$ cat config.mk
export PLATFORM = sky130hd
export DESIGN_NAME = fourier_coef_layout_convert_unit
export DESIGN_NICKNAME = d
export VERILOG_FILES = /design/src/design/fclc_pkg.sv /design/src/design/fclc_fifo.sv /design/src/design/fclc_front.sv /design/src/design/fclc_back.sv /design/src/design/fourier_coef_layout_convert_unit.sv
export SDC_FILE = /design/constraint.sdc
export NUM_CORES = 2
export LEC_CHECK = 0
export ABC_AREA = 1
export BUFFER_PORTS_ARGS = -buffer_cell sky130_fd_sc_hd__buf_2
export CAP_MARGIN = 40
export CELL_PAD_IN_SITES_DETAIL_PLACEMENT = 0
export CELL_PAD_IN_SITES_GLOBAL_PLACEMENT = 1
export CORE_MARGIN = 1.5
export CORE_UTILIZATION = 47
export CTS_BUF_LIST = sky130_fd_sc_hd__clkbuf_2
export DETAILED_ROUTE_END_ITERATION = 7
export GPL_ROUTABILITY_DRIVEN = 0
export GPL_TIMING_DRIVEN = 1
export HOLD_SLACK_MARGIN = 0.15
export PLACE_DENSITY = 0.8
export RECOVER_POWER = 100
export SKIP_LAST_GASP = 1
export SLEW_MARGIN = 0
export SYNTH_ARGS = -nofsm -noshare
export SYNTH_HDL_FRONTEND = slang
export SYNTH_SLANG_ARGS = --single-unit
$ cat constraint.sdc
create_clock -name clk -period 8.7 [get_ports clk]
set_input_delay 0 -clock clk [delete_from_list [all_inputs] [get_ports clk]]
set_output_delay 0 -clock clk [all_outputs]
set_load 0.02 [all_outputs]
$ cat src/design/fclc_pkg.sv
// Shared types, codes and constants for the Fourier coefficient layout converter.
package fclc_pkg;

  // Default sizing of the coefficient set
  localparam int MAX_M_DEF = 16;
  localparam int MAX_N_DEF = 16;

  // Fixed field widths
  localparam int VAL_W     = 32;
  localparam int M_W       = 4;
  localparam int N_W       = 6;
  localparam int CFG_W     = 5;
  localparam int CFG_IDX_W = 3;

  // round(2^31 / sqrt2)
  localparam logic signed [VAL_W-1:0] KSQ = 32'sd1518500250;

  // Configuration register indexes
  localparam logic [CFG_IDX_W-1:0] CFG_MODE_COUNT  = 3'd0;
  localparam logic [CFG_IDX_W-1:0] CFG_TOR_COUNT   = 3'd1;
  localparam logic [CFG_IDX_W-1:0] CFG_THREE_D     = 3'd2;
  localparam logic [CFG_IDX_W-1:0] CFG_SINE_PARITY = 3'd3;
  localparam logic [CFG_IDX_W-1:0] CFG_INVERSE     = 3'd4;

  typedef logic [2:0] op_t;

  // Command codes passed from front to back
  localparam op_t OP_F_M0    = 3'd0;  // forward, m = 0
  localparam op_t OP_F_STORE = 3'd1;  // forward, m > 0, n < 0: buffer half value
  localparam op_t OP_F_MID   = 3'd2;  // forward, m > 0, n = 0
  localparam op_t OP_F_PAIR  = 3'd3;  // forward, m > 0, n > 0: combine with buffer
  localparam op_t OP_I_M0    = 3'd4;  // inverse, m = 0
  localparam op_t OP_I_STORE = 3'd5;  // inverse, m > 0, buffer a row element
  localparam op_t OP_I_ROW   = 3'd6;  // inverse, m > 0, last element: emit the row

  typedef struct packed {
    op_t                     op;
    logic signed [VAL_W-1:0] a;
    logic signed [VAL_W-1:0] b;
    logic [M_W-1:0]          m;
    logic signed [N_W-1:0]   n;
    logic                    set_end;
  } cmd_t;

  typedef struct packed {
    logic signed [VAL_W-1:0] a;
    logic signed [VAL_W-1:0] b;
    logic [M_W-1:0]          m;
    logic signed [N_W-1:0]   n;
    logic                    row_end;
    logic                    set_end;
  } res_t;

  localparam int CMD_W = $bits(cmd_t);
  localparam int RES_W = $bits(res_t);

  // Bits needed to hold the values 0..max_v
  function automatic int idx_bits(input int max_v);
    return (max_v > 0) ? $clog2(max_v + 1) : 1;
  endfunction

endpackage

$ cat src/design/fclc_fifo.sv
// Small synchronous FIFO used for the command queue and the result queue.
module fclc_fifo #(
  parameter int WIDTH = fclc_pkg::CMD_W,
  parameter int DEPTH = 2
) (
  input  logic             clk,
  input  logic             rst_n,
  input  logic             push_i,
  input  logic [WIDTH-1:0] data_i,
  output logic             full_o,
  input  logic             pop_i,
  output logic [WIDTH-1:0] data_o,
  output logic             empty_o
);
  import fclc_pkg::*;

  localparam int PW = (DEPTH > 1) ? $clog2(DEPTH) : 1;
  localparam int CW = idx_bits(DEPTH);

  logic [WIDTH-1:0] mem_r [DEPTH];
  logic [PW-1:0]    wptr_r, wptr_nxt;
  logic [PW-1:0]    rptr_r, rptr_nxt;
  logic [CW-1:0]    count_r, count_nxt;
  logic             do_push, do_pop;

  assign full_o  = (count_r == CW'(DEPTH));
  assign empty_o = (count_r == '0);
  assign do_push = push_i && !full_o;
  assign do_pop  = pop_i && !empty_o;
  assign data_o  = mem_r[rptr_r];

  // Pointer and occupancy update
  always_comb begin
    wptr_nxt  = wptr_r;
    rptr_nxt  = rptr_r;
    count_nxt = count_r;
    if (do_push) begin
      wptr_nxt = (wptr_r == PW'(DEPTH - 1)) ? '0 : wptr_r + PW'(1);
    end
    if (do_pop) begin
      rptr_nxt = (rptr_r == PW'(DEPTH - 1)) ? '0 : rptr_r + PW'(1);
    end
    if (do_push && !do_pop) begin
      count_nxt = count_r + CW'(1);
    end else if (do_pop && !do_push) begin
      count_nxt = count_r - CW'(1);
    end
  end

  always_ff @(posedge clk) begin
    if (!rst_n) begin
      wptr_r  <= '0;
      rptr_r  <= '0;
      count_r <= '0;
    end else begin
      wptr_r  <= wptr_nxt;
      rptr_r  <= rptr_nxt;
      count_r <= count_nxt;
    end
  end

  // Storage, no reset
  always_ff @(posedge clk) begin
    if (do_push) begin
      mem_r[wptr_r] <= data_i;
    end
  end

endmodule

$ cat src/design/fclc_front.sv
// Front end: tracks the (m, n) position of each request and classifies it into a command.
module fclc_front #(
  parameter int MAX_M = fclc_pkg::MAX_M_DEF,
  parameter int MAX_N = fclc_pkg::MAX_N_DEF
) (
  input  logic                                   clk,
  input  logic                                   rst_n,
  input  logic                                   push_i,
  input  logic signed [fclc_pkg::VAL_W-1:0]      value_a_i,
  input  logic signed [fclc_pkg::VAL_W-1:0]      value_b_i,
  input  logic                                   clear_i,
  input  logic [fclc_pkg::idx_bits(MAX_M)-1:0]   eff_m_i,
  input  logic [fclc_pkg::idx_bits(MAX_N)-1:0]   eff_n_i,
  input  logic                                   inverse_i,
  input  logic                                   cmd_full_i,
  output logic                                   cmd_push_o,
  output fclc_pkg::cmd_t                         cmd_o
);
  import fclc_pkg::*;

  localparam int RW = (MAX_M > 1) ? $clog2(MAX_M) : 1;
  localparam int MW = idx_bits(MAX_M);
  localparam int CW = idx_bits(2 * MAX_N);

  logic [RW-1:0]     row_r, row_nxt;
  logic [CW-1:0]     col_r, col_nxt;
  logic              accept;
  logic              fwd_mid;
  logic [6:0]        col7, n7, len7, col_inc;
  logic signed [6:0] n_full;
  logic [MW:0]       row_inc;
  logic              col_last, row_last;
  op_t               op;

  assign accept     = push_i && !cmd_full_i;
  assign cmd_push_o = accept;

  // Position arithmetic
  assign col7     = 7'(col_r);
  assign n7       = 7'(eff_n_i);
  assign fwd_mid  = !inverse_i && (row_r != '0);
  assign n_full   = fwd_mid ? $signed(col7 - n7) : $signed(col7);
  assign len7     = fwd_mid ? (n7 + n7 + 7'd1) : (n7 + 7'd1);
  assign col_inc  = col7 + 7'd1;
  assign col_last = (col_inc >= len7);
  assign row_inc  = (MW + 1)'(row_r) + (MW + 1)'(1);
  assign row_last = (row_inc >= (MW + 1)'(eff_m_i));

  // Classify the request
  always_comb begin
    if (inverse_i) begin
      if (row_r == '0) begin
        op = OP_I_M0;
      end else if (col7 < n7) begin
        op = OP_I_STORE;
      end else begin
        op = OP_I_ROW;
      end
    end else begin
      if (row_r == '0) begin
        op = OP_F_M0;
      end else if (n_full < 0) begin
        op = OP_F_STORE;
      end else if (n_full == 0) begin
        op = OP_F_MID;
      end else begin
        op = OP_F_PAIR;
      end
    end
  end

  always_comb begin
    cmd_o.op      = op;
    cmd_o.a       = value_a_i;
    cmd_o.b       = value_b_i;
    cmd_o.m       = M_W'(row_r);
    cmd_o.n       = n_full[N_W-1:0];
    cmd_o.set_end = col_last && row_last;
  end

  // Position advance; a register write restarts the set
  always_comb begin
    row_nxt = row_r;
    col_nxt = col_r;
    if (clear_i) begin
      row_nxt = '0;
      col_nxt = '0;
    end else if (accept) begin
      if (col_last) begin
        col_nxt = '0;
        row_nxt = row_last ? '0 : RW'(row_inc);
      end else begin
        col_nxt = CW'(col_inc);
      end
    end
  end

  always_ff @(posedge clk) begin
    if (!rst_n) begin
      row_r <= '0;
      col_r <= '0;
    end else begin
      row_r <= row_nxt;
      col_r <= col_nxt;
    end
  end

endmodule

$ cat src/design/fclc_back.sv
// Back end: executes commands, holds the row buffers and sequences inverse row output.
module fclc_back #(
  parameter int MAX_N = fclc_pkg::MAX_N_DEF
) (
  input  logic                                 clk,
  input  logic                                 rst_n,
  input  fclc_pkg::cmd_t                       cmd_i,
  input  logic                                 cmd_empty_i,
  output logic                                 cmd_pop_o,
  input  logic [fclc_pkg::idx_bits(MAX_N)-1:0] eff_n_i,
  input  logic                                 three_d_i,
  input  logic                                 sine_i,
  output fclc_pkg::res_t                       res_o,
  output logic                                 res_push_o,
  input  logic                                 res_full_i
);
  import fclc_pkg::*;

  localparam int NW = idx_bits(MAX_N);

  localparam logic [1:0] ST_IDLE     = 2'd0;
  localparam logic [1:0] ST_MUL      = 2'd1;
  localparam logic [1:0] ST_EMIT     = 2'd2;
  localparam logic [1:0] ST_EMIT_MUL = 2'd3;

  localparam logic signed [63:0] RND_DIV = 64'sh0000_0000_4000_0000;
  localparam logic signed [63:0] RND_MUL = 64'sh0000_0000_2000_0000;
  localparam logic signed [31:0] VAL_MAX = 32'sh7fff_ffff;
  localparam logic signed [31:0] VAL_MIN = 32'sh8000_0000;

  function automatic logic signed [31:0] sat33(input logic signed [32:0] v);
    if (v[32] != v[31]) begin
      return v[32] ? VAL_MIN : VAL_MAX;
    end
    return $signed(v[31:0]);
  endfunction

  function automatic logic signed [31:0] sat64(input logic signed [63:0] v);
    if (v > 64'sd2147483647) begin
      return VAL_MAX;
    end
    if (v < -64'sd2147483648) begin
      return VAL_MIN;
    end
    return $signed(v[31:0]);
  endfunction

  function automatic logic signed [31:0] sat_neg(input logic signed [31:0] v);
    return (v == VAL_MIN) ? VAL_MAX : -v;
  endfunction

  function automatic logic [N_W-1:0] abs_n(input logic signed [N_W-1:0] v);
    return v[N_W-1] ? N_W'(-v) : N_W'(v);
  endfunction

  logic [1:0]              state_r, state_nxt;
  cmd_t                    cur_r, cur_nxt;
  logic signed [63:0]      prod_r, prod_nxt;
  logic signed [N_W-1:0]   emit_n_r, emit_n_nxt;

  logic signed [31:0]      store_a_r [0:MAX_N];
  logic signed [31:0]      store_b_r [0:MAX_N];

  logic [N_W-1:0]          head_abs, emit_abs;
  logic [NW-1:0]           head_an, emit_an, rd_idx;
  logic signed [31:0]      rd_a, rd_b;
  logic                    wr_a_en, wr_b_en;
  logic signed [31:0]      wr_a_data, wr_b_data;

  logic signed [31:0]      mul_x;
  logic signed [63:0]      mul_prod;
  logic signed [N_W-1:0]   eff_n6;

  logic signed [31:0]      half_x;
  logic signed [31:0]      pair_a, pair_b;
  logic                    emit_add, emit_last, emit_pos;
  logic signed [31:0]      emit_val;
  logic                    fin_div;
  logic signed [63:0]      round_sum, rounded;
  logic signed [31:0]      scaled, scaled_neg;
  logic                    cur_pos;
  res_t                    mul_res, pair_res, emit_res, mid_res;

  // Row buffer addressing: one read port per array
  assign head_abs = abs_n(cmd_i.n);
  assign emit_abs = abs_n(emit_n_r);
  assign head_an  = head_abs[NW-1:0];
  assign emit_an  = emit_abs[NW-1:0];
  assign rd_idx   = (state_r == ST_EMIT) ? emit_an : head_an;
  assign rd_a     = store_a_r[rd_idx];
  assign rd_b     = store_b_r[rd_idx];

  assign eff_n6   = $signed(N_W'(eff_n_i));

  // Shared sqrt2 multiplier, registered before rounding
  assign mul_prod = mul_x * KSQ;

  // Forward pair: half value against the buffered negative-n half
  assign half_x = $signed(32'((33'(cmd_i.a) + 33'sd1) >>> 1));
  assign pair_a = sat33(33'(rd_a) + 33'(half_x));
  always_comb begin
    if (!three_d_i) begin
      pair_b = '0;
    end else if (sine_i) begin
      pair_b = sat33(33'(rd_a) - 33'(half_x));
    end else begin
      pair_b = sat33(33'(half_x) - 33'(rd_a));
    end
  end

  always_comb begin
    pair_res.a       = pair_a;
    pair_res.b       = pair_b;
    pair_res.m       = cmd_i.m;
    pair_res.n       = cmd_i.n;
    pair_res.row_end = 1'b1;
    pair_res.set_end = cmd_i.set_end;
  end

  // Inverse row element: a plus or minus b depending on sign of n and parity
  assign emit_pos  = !emit_n_r[N_W-1] && (emit_n_r != '0);
  assign emit_add  = emit_pos ^ sine_i;
  assign emit_val  = emit_add ? sat33(33'(rd_a) + 33'(rd_b)) : sat33(33'(rd_a) - 33'(rd_b));
  assign emit_last = (emit_n_r == eff_n6);

  always_comb begin
    emit_res.a       = emit_val;
    emit_res.b       = '0;
    emit_res.m       = cur_r.m;
    emit_res.n       = emit_n_r;
    emit_res.row_end = emit_last;
    emit_res.set_end = emit_last && cur_r.set_end;
  end

  // Rounding of the registered product: divide by sqrt2 shifts 31, multiply shifts 30
  assign fin_div    = (state_r == ST_MUL) && (cur_r.op != OP_I_M0);
  assign round_sum  = prod_r + (fin_div ? RND_DIV : RND_MUL);
  assign rounded    = fin_div ? (round_sum >>> 31) : (round_sum >>> 30);
  assign scaled     = sat64(rounded);
  assign scaled_neg = sat_neg(scaled);
  assign cur_pos    = (cur_r.n != '0);

  // Result of a multiplier command
  always_comb begin
    mul_res.a       = '0;
    mul_res.b       = '0;
    mul_res.m       = cur_r.m;
    mul_res.n       = cur_r.n;
    mul_res.row_end = 1'b1;
    mul_res.set_end = cur_r.set_end;
    case (cur_r.op)
      OP_F_M0: begin
        if (!sine_i) begin
          mul_res.a = cur_pos ? scaled : cur_r.a;
        end else if (three_d_i && cur_pos) begin
          mul_res.b = scaled_neg;
        end
      end
      OP_F_MID: begin
        mul_res.a = scaled;
      end
      OP_I_M0: begin
        if (!sine_i) begin
          mul_res.a = cur_pos ? scaled : cur_r.a;
        end else if (cur_pos) begin
          mul_res.a = scaled_neg;
        end
      end
      default: begin
        mul_res.a = '0;
      end
    endcase
  end

  // Center (n = 0) element of an inverse row
  always_comb begin
    mid_res.a       = scaled;
    mid_res.b       = '0;
    mid_res.m       = cur_r.m;
    mid_res.n       = '0;
    mid_res.row_end = (eff_n6 == '0);
    mid_res.set_end = (eff_n6 == '0) && cur_r.set_end;
  end

  // Sequencer
  always_comb begin
    state_nxt  = state_r;
    cur_nxt    = cur_r;
    prod_nxt   = prod_r;
    emit_n_nxt = emit_n_r;
    cmd_pop_o  = 1'b0;
    res_push_o = 1'b0;
    res_o      = pair_res;
    wr_a_en    = 1'b0;
    wr_b_en    = 1'b0;
    wr_a_data  = cmd_i.a;
    wr_b_data  = cmd_i.b;
    mul_x      = cmd_i.a;
    case (state_r)
      ST_IDLE: begin
        if (!cmd_empty_i) begin
          case (cmd_i.op)
            OP_F_STORE: begin
              cmd_pop_o = 1'b1;
              wr_a_en   = 1'b1;
              wr_a_data = half_x;
            end
            OP_I_STORE: begin
              cmd_pop_o = 1'b1;
              wr_a_en   = 1'b1;
              wr_b_en   = 1'b1;
            end
            OP_I_ROW: begin
              cmd_pop_o  = 1'b1;
              wr_a_en    = 1'b1;
              wr_b_en    = 1'b1;
              cur_nxt    = cmd_i;
              emit_n_nxt = -eff_n6;
              state_nxt  = ST_EMIT;
            end
            OP_F_PAIR: begin
              if (!res_full_i) begin
                cmd_pop_o  = 1'b1;
                res_push_o = 1'b1;
              end
            end
            OP_F_M0, OP_F_MID, OP_I_M0: begin
              cmd_pop_o = 1'b1;
              cur_nxt   = cmd_i;
              mul_x     = (cmd_i.op == OP_I_M0 && sine_i) ? cmd_i.b : cmd_i.a;
              prod_nxt  = mul_prod;
              state_nxt = ST_MUL;
            end
            default: begin
              cmd_pop_o = 1'b1;
            end
          endcase
        end
      end
      ST_MUL: begin
        res_o = mul_res;
        if (!res_full_i) begin
          res_push_o = 1'b1;
          state_nxt  = ST_IDLE;
        end
      end
      ST_EMIT: begin
        res_o = emit_res;
        if (emit_n_r == '0) begin
          mul_x     = rd_a;
          prod_nxt  = mul_prod;
          state_nxt = ST_EMIT_MUL;
        end else if (!res_full_i) begin
          res_push_o = 1'b1;
          if (emit_last) begin
            state_nxt = ST_IDLE;
          end else begin
            emit_n_nxt = emit_n_r + N_W'(1);
          end
        end
      end
      ST_EMIT_MUL: begin
        res_o = mid_res;
        if (!res_full_i) begin
          res_push_o = 1'b1;
          if (eff_n6 == '0) begin
            state_nxt = ST_IDLE;
          end else begin
            emit_n_nxt = N_W'(1);
            state_nxt  = ST_EMIT;
          end
        end
      end
      default: begin
        state_nxt = ST_IDLE;
      end
    endcase
  end

  always_ff @(posedge clk) begin
    if (!rst_n) begin
      state_r <= ST_IDLE;
    end else begin
      state_r <= state_nxt;
    end
  end

  // Payload registers and row buffers, no reset
  always_ff @(posedge clk) begin
    cur_r    <= cur_nxt;
    prod_r   <= prod_nxt;
    emit_n_r <= emit_n_nxt;
    if (wr_a_en) begin
      store_a_r[head_an] <= wr_a_data;
    end
    if (wr_b_en) begin
      store_b_r[head_an] <= wr_b_data;
    end
  end

endmodule

$ cat src/design/fourier_coef_layout_convert_unit.sv
// Top level of the Fourier coefficient layout converter: config registers, front, queues, back.
// Path: a forward pair or store is handled in the back end's ST_IDLE; sqrt2 items (m=0, n=0
//   center) and an inverse row's values leave from ST_MUL, ST_EMIT or ST_EMIT_MUL instead.
// Throughput: one store or pair per cycle while the queues have room; a sqrt2 item holds the
//   back end until pushed; an inverse row of N+1 inputs then emits 2N+1 results.
// Reset (synchronous, rst_n low): config defaults, position m=0, queues empty, buffers kept.
module fourier_coef_layout_convert_unit #(
  parameter int MAX_M = fclc_pkg::MAX_M_DEF,
  parameter int MAX_N = fclc_pkg::MAX_N_DEF
) (
  input  logic                                 clk,
  input  logic                                 rst_n,
  // request channel
  input  logic                                 in_push,
  output logic                                 in_full,
  input  logic signed [fclc_pkg::VAL_W-1:0]    in_value_a,
  input  logic signed [fclc_pkg::VAL_W-1:0]    in_value_b,
  // result channel
  output logic                                 out_empty,
  input  logic                                 out_pop,
  output logic signed [fclc_pkg::VAL_W-1:0]    out_a,
  output logic signed [fclc_pkg::VAL_W-1:0]    out_b,
  output logic [fclc_pkg::M_W-1:0]             out_index_m,
  output logic signed [fclc_pkg::N_W-1:0]      out_index_n,
  output logic                                 out_row_end,
  output logic                                 out_set_end,
  // configuration
  input  logic                                 cfg_wr_en,
  input  logic [fclc_pkg::CFG_IDX_W-1:0]       cfg_index,
  input  logic [fclc_pkg::CFG_W-1:0]           cfg_data
);
  import fclc_pkg::*;

  localparam int MW = idx_bits(MAX_M);
  localparam int NW = idx_bits(MAX_N);

  logic [CFG_W-1:0] mode_count_r, mode_count_nxt;
  logic [CFG_W-1:0] tor_count_r, tor_count_nxt;
  logic             three_d_r, three_d_nxt;
  logic             sine_r, sine_nxt;
  logic             inverse_r, inverse_nxt;
  logic             cfg_clear;

  logic [MW-1:0]    eff_m;
  logic [NW-1:0]    eff_n;

  logic             cmd_push, cmd_full, cmd_pop, cmd_empty;
  cmd_t             cmd_in, cmd_head;
  logic [CMD_W-1:0] cmd_in_vec, cmd_head_vec;

  logic             res_push, res_full;
  res_t             res_in, res_head;
  logic [RES_W-1:0] res_in_vec, res_head_vec;

  // Configuration register writes
  always_comb begin
    mode_count_nxt = mode_count_r;
    tor_count_nxt  = tor_count_r;
    three_d_nxt    = three_d_r;
    sine_nxt       = sine_r;
    inverse_nxt    = inverse_r;
    cfg_clear      = 1'b0;
    if (cfg_wr_en) begin
      case (cfg_index)
        CFG_MODE_COUNT: begin
          mode_count_nxt = cfg_data;
          cfg_clear      = 1'b1;
        end
        CFG_TOR_COUNT: begin
          tor_count_nxt = cfg_data;
          cfg_clear     = 1'b1;
        end
        CFG_THREE_D: begin
          three_d_nxt = cfg_data[0];
          cfg_clear   = 1'b1;
        end
        CFG_SINE_PARITY: begin
          sine_nxt  = cfg_data[0];
          cfg_clear = 1'b1;
        end
        CFG_INVERSE: begin
          inverse_nxt = cfg_data[0];
          cfg_clear   = 1'b1;
        end
        default: begin
          cfg_clear = 1'b0;
        end
      endcase
    end
  end

  always_ff @(posedge clk) begin
    if (!rst_n) begin
      mode_count_r <= CFG_W'(1);
      tor_count_r  <= '0;
      three_d_r    <= 1'b0;
      sine_r       <= 1'b0;
      inverse_r    <= 1'b0;
    end else begin
      mode_count_r <= mode_count_nxt;
      tor_count_r  <= tor_count_nxt;
      three_d_r    <= three_d_nxt;
      sine_r       <= sine_nxt;
      inverse_r    <= inverse_nxt;
    end
  end

  // Clamp counts to the supported range; a zero mode count acts as one
  always_comb begin
    if (mode_count_r == '0) begin
      eff_m = MW'(1);
    end else if (32'(mode_count_r) > MAX_M) begin
      eff_m = MW'(MAX_M);
    end else begin
      eff_m = MW'(mode_count_r);
    end
    if (32'(tor_count_r) > MAX_N) begin
      eff_n = NW'(MAX_N);
    end else begin
      eff_n = NW'(tor_count_r);
    end
  end

  fclc_front #(
    .MAX_M(MAX_M),
    .MAX_N(MAX_N)
  ) u_front (
    .clk        (clk),
    .rst_n      (rst_n),
    .push_i     (in_push),
    .value_a_i  (in_value_a),
    .value_b_i  (in_value_b),
    .clear_i    (cfg_clear),
    .eff_m_i    (eff_m),
    .eff_n_i    (eff_n),
    .inverse_i  (inverse_r),
    .cmd_full_i (cmd_full),
    .cmd_push_o (cmd_push),
    .cmd_o      (cmd_in)
  );

  assign in_full    = cmd_full;
  assign cmd_in_vec = cmd_in;
  assign cmd_head   = cmd_t'(cmd_head_vec);

  // Command queue between front and back
  fclc_fifo #(
    .WIDTH(CMD_W),
    .DEPTH(2)
  ) u_cmd_q (
    .clk     (clk),
    .rst_n   (rst_n),
    .push_i  (cmd_push),
    .data_i  (cmd_in_vec),
    .full_o  (cmd_full),
    .pop_i   (cmd_pop),
    .data_o  (cmd_head_vec),
    .empty_o (cmd_empty)
  );

  fclc_back #(
    .MAX_N(MAX_N)
  ) u_back (
    .clk         (clk),
    .rst_n       (rst_n),
    .cmd_i       (cmd_head),
    .cmd_empty_i (cmd_empty),
    .cmd_pop_o   (cmd_pop),
    .eff_n_i     (eff_n),
    .three_d_i   (three_d_r),
    .sine_i      (sine_r),
    .res_o       (res_in),
    .res_push_o  (res_push),
    .res_full_i  (res_full)
  );

  assign res_in_vec = res_in;
  assign res_head   = res_t'(res_head_vec);

  // Result queue toward the consumer
  fclc_fifo #(
    .WIDTH(RES_W),
    .DEPTH(2)
  ) u_res_q (
    .clk     (clk),
    .rst_n   (rst_n),
    .push_i  (res_push),
    .data_i  (res_in_vec),
    .full_o  (res_full),
    .pop_i   (out_pop),
    .data_o  (res_head_vec),
    .empty_o (out_empty)
  );

  assign out_a       = res_head.a;
  assign out_b       = res_head.b;
  assign out_index_m = res_head.m;
  assign out_index_n = res_head.n;
  assign out_row_end = res_head.row_end;
  assign out_set_end = res_head.set_end;

endmodule

==> flow_summary.json <==
{
  "drive_gt1_share_pct": 18.6,
  "max_stage_delay_ns": 0.57,
  "start_util_pct": 47.4,
  "synth_top_family_by_area": "adder cells",
  "hold_end": "u_cmd_q.mem_r[0][13]",
  "die_h_um": 457,
  "ant_nets": 0,
  "finClkSkew_ns": 0.353,
  "final_cell_mix": "inv_1 (1779), edfxtp_1 (1483), nand2_1 (1469)",
  "remaining_drc_errors": 0,
  "holdPathStages": 5,
  "h-tree-depth": 5,
  "fmax_mhz": 106,
  "multi_input_area_um2": 44800,
  "layout_commonest_cell": "inv_1",
  "synth.distinct_cells": 63,
  "syn_avg_cell_area_um2": 9.58,
  "synthSimpleGateAreaFrac_pct": 12.1,
  "synthXorXnorAreaFrac_pct": 1.79,
  "drv_cap": 0,
  "fin_crit_ns": 9.42,
  "yosysWarnings": 0,
  "dieWidth_um": 457,
  "cts_sinks": 1518,
  "finalSetupViolations": 99,
  "slew_headroom_pct": 16.4,
  "grt_start_max_net_pins": 180,
  "synth-seq-area-share_pct": 46.6,
  "syn_nets": 11200,
  "clockBufferDepth": 4,
  "cpMostUsedCell": "fa_1",
  "globalRoute.totalOverflow": 0,
  "core_area_um2": 205000,
  "critical_path.max_fanout": 8,
  "drt_wl_total_mm": 352,
  "grt_pass1_wl_mm": 512,
  "cts_tree": "built",
  "wire_per_inst_um": 24.2,
  "vias": 81900,
  "synth_area_leaders": "edfxtp_1 (46%), fa_1 (9.0%), inv_1 (7.0%), ha_1 (6.9%), nand2_1 (5.8%)",
  "cts-buffers-inserted": 388,
  "min-delay-path-class": "input pin to flop",
  "clk_latency_ns": 2.00,
  "fin_area_um2": 117000,
  "netlist.area_leader.share_pct": 45.9,
  "placed_area_um2": 107000,
  "finalHoldViolCount": 0,
  "regToRegEndpoint": "u_back.prod_r[61]",
  "fin_crit_sh_pct": 108,
  "placementRows": 166,
  "final.fill_count": 17300,
  "yosys.area.top_type": "edfxtp_1",
  "violations": "negative setup slack",
  "viasPerCell": 5.64,
  "worstHoldStart": "in_value_b[2]",
  "cpMaxStageDelayCell": "fa_1",
  "fin_ws_ns": -0.717,
  "nets": 12600,
  "async_flop_share_pct": 0,
  "die_area_um2": 209000,
  "ys.flop_type": "edfxtp_1",
  "drv_slew": 0,
  "cts-root-buf": "clkbuf_2",
  "synthCells": 10100,
  "syn2layout_area_growth_pct": 20.3,
  "ff2ff_path_depth": 48,
  "worstPathRequired_ns": 10.24,
  "grt_pass1_vias": 80900,
  "path_class": "flop to flop",
  "worstMarginPinSlew_ns": 1.25,
  "antenna_found_initial": 20,
  "cts.clk_slew.worst_paths_ns": 0.16,
  "critPathCaptureType": "flop",
  "synth_compound_area_share_pct": 12.7,
  "rsz0062_at_grt": "yes",
  "io_buffers": 154,
  "seq_area_um2": 45200,
  "io_pins": 155,
  "yosys-mux-area-fraction_pct": 1.97,
  "hold_slack_ns": 0.428,
  "rrSetupSlack_ns": -0.72,
  "synth-edff-count": 1483,
  "pre_cts_slack_ns": -0.837,
  "ys_seq_elements": 1518,
  "syn_area_um2": 97000,
  "grtUsageTotal_pct": 33.1,
  "dp_hpwl_mm": 247,
  "cp.arrival_ns": 10.95,
  "initialDrtViolationCount": 9293,
  "dr.pass1.iters": 8,
  "synth-adder-area-share_pct": 15.9,
  "status": "finished with violations",
  "start_kind": "flop"
}
==> state kept, by name, summed over array words and instances, names as in the netlist, named ones only <==
| signal | count |
|---|---|
| u_cmd_q.mem_r | 156 |
| u_cmd_q.count_r | 2 |
| u_cmd_q.rptr_r | 1 |
| u_back.emit_n_r | 6 |
| u_front.col_r | 6 |
| u_res_q.wptr_r | 1 |
| tor_count_r | 5 |
| u_back.store_a_r | 544 |
| u_res_q.count_r | 2 |
| u_res_q.mem_r | 152 |
| u_back.store_b_r | 544 |
| u_back.prod_r | 35 |
| inverse_r | 1 |
| u_back.state_r | 2 |
| u_front.row_r | 4 |
| mode_count_r | 5 |
| sine_r | 1 |
| three_d_r | 1 |
| u_res_q.rptr_r | 1 |
| u_back.cur_r | 46 |
| u_cmd_q.wptr_r | 1 |
==> layout make-up <==
| class | instances | share of cell area (%) |
|---|---|---|
| timing repair buffer | 1479 | 11.3 |
| clock buffer | 540 | 2.32 |
| multi-input combinational | 6353 | 38.4 |
| inverter | 1830 | 5.90 |
| sequential | 1518 | 38.8 |
| clock inverter | 112 | 0.426 |
| antenna | 17 | 0.0365 |
| tap | 2688 | 2.88 |
==> layer usage <==
metal | GRT usage, % | wire length, um | vias up
met1 | 40.9 | 131000 | 39400
met3 | 8.26 | 37600 | 1084
met5 | 0 | 91 | -
li1 | - | - | 36900
met4 | 22.9 | 26900 | 14
met2 | 51.1 | 156000 | 4509
==> worst max path at each step <==
stage	to	depth (start not counted)	from	slack, ns
after detailed placement	u_back.prod_r[58]	47	flop	-0.84
final	u_back.prod_r[61]	48	flop	-0.72
after global routing	u_back.prod_r[57]	48	flop	-1.01
after floorplan	u_back.prod_r[63]	36	flop	0.005
after global placement	u_back.prod_r[63]	44	flop	-0.74
after CTS	u_back.prod_r[54]	50	flop	-0.53
==> cell usage after synthesis (all sizes together) (53+ instances only) <==
library cell     n
mux2i           93
o21ai          786
a21oi          728
o211ai          66
clkbuf         285
nand2         1536
ha             532
a211oi         239
nor2           814
fa             438
nand3          355
nor3            60
o21a            53
o21bai         128
edfxtp        1483
mux2            87
buf            141
xor2           173
inv           1823
==> through the flow <==
stage	TNS (ns)	util [%]	instances
6_report	-32.07	57.0	14500
4_1_cts	-10.70	56.6	14500
3_3_place_gp	-17.71	52.2	13400
2_1_floorplan	0	-	10100
3_5_place_dp	-18.51	52.5	13400
5_1_grt	-86.69	57.0	14500
==> critical path, delay by kind of cell (launching register included) <==
family	cells	cell delay (ns)
AOI/OAI and AO/OA	14	2.18
DFF	1	0.40
adders and majority gates	10	4.17
xor gates and xnor gates	1	0.19
buffers and inverters	14	1.46
and+or+nand+nor	9	0.66
==> what timing repair did <==
| item | 4_1_cts | 5_1_grt |
|---|---|---|
| pin swaps | 78 | 39 |
| setup buffers | 82 | 25 |
| resized for setup | 240 | 136 |
| hold endpoints to repair | 319 | 0 |
| cloned | 13 | 6 |
| hold buffers | 325 | 0 |
| endpoints found under the setup margin | 35 | 161 |
==> cell families (layout without fill, tap and decap cells) <==
logic type | after synthesis | after routing
simple gates | 2854 | 2854
mux | 180 | 180
xor+xnor | 198 | 198
other cells | 1 | 18
fa+ha+maj | 970 | 970
buf+inv | 2256 | 3961
flops | 1518 | 1518
compound gates | 2149 | 2150
Power is not shown: default switching activity piles up to over one toggle a cycle in this logic, so the estimate is an artifact.
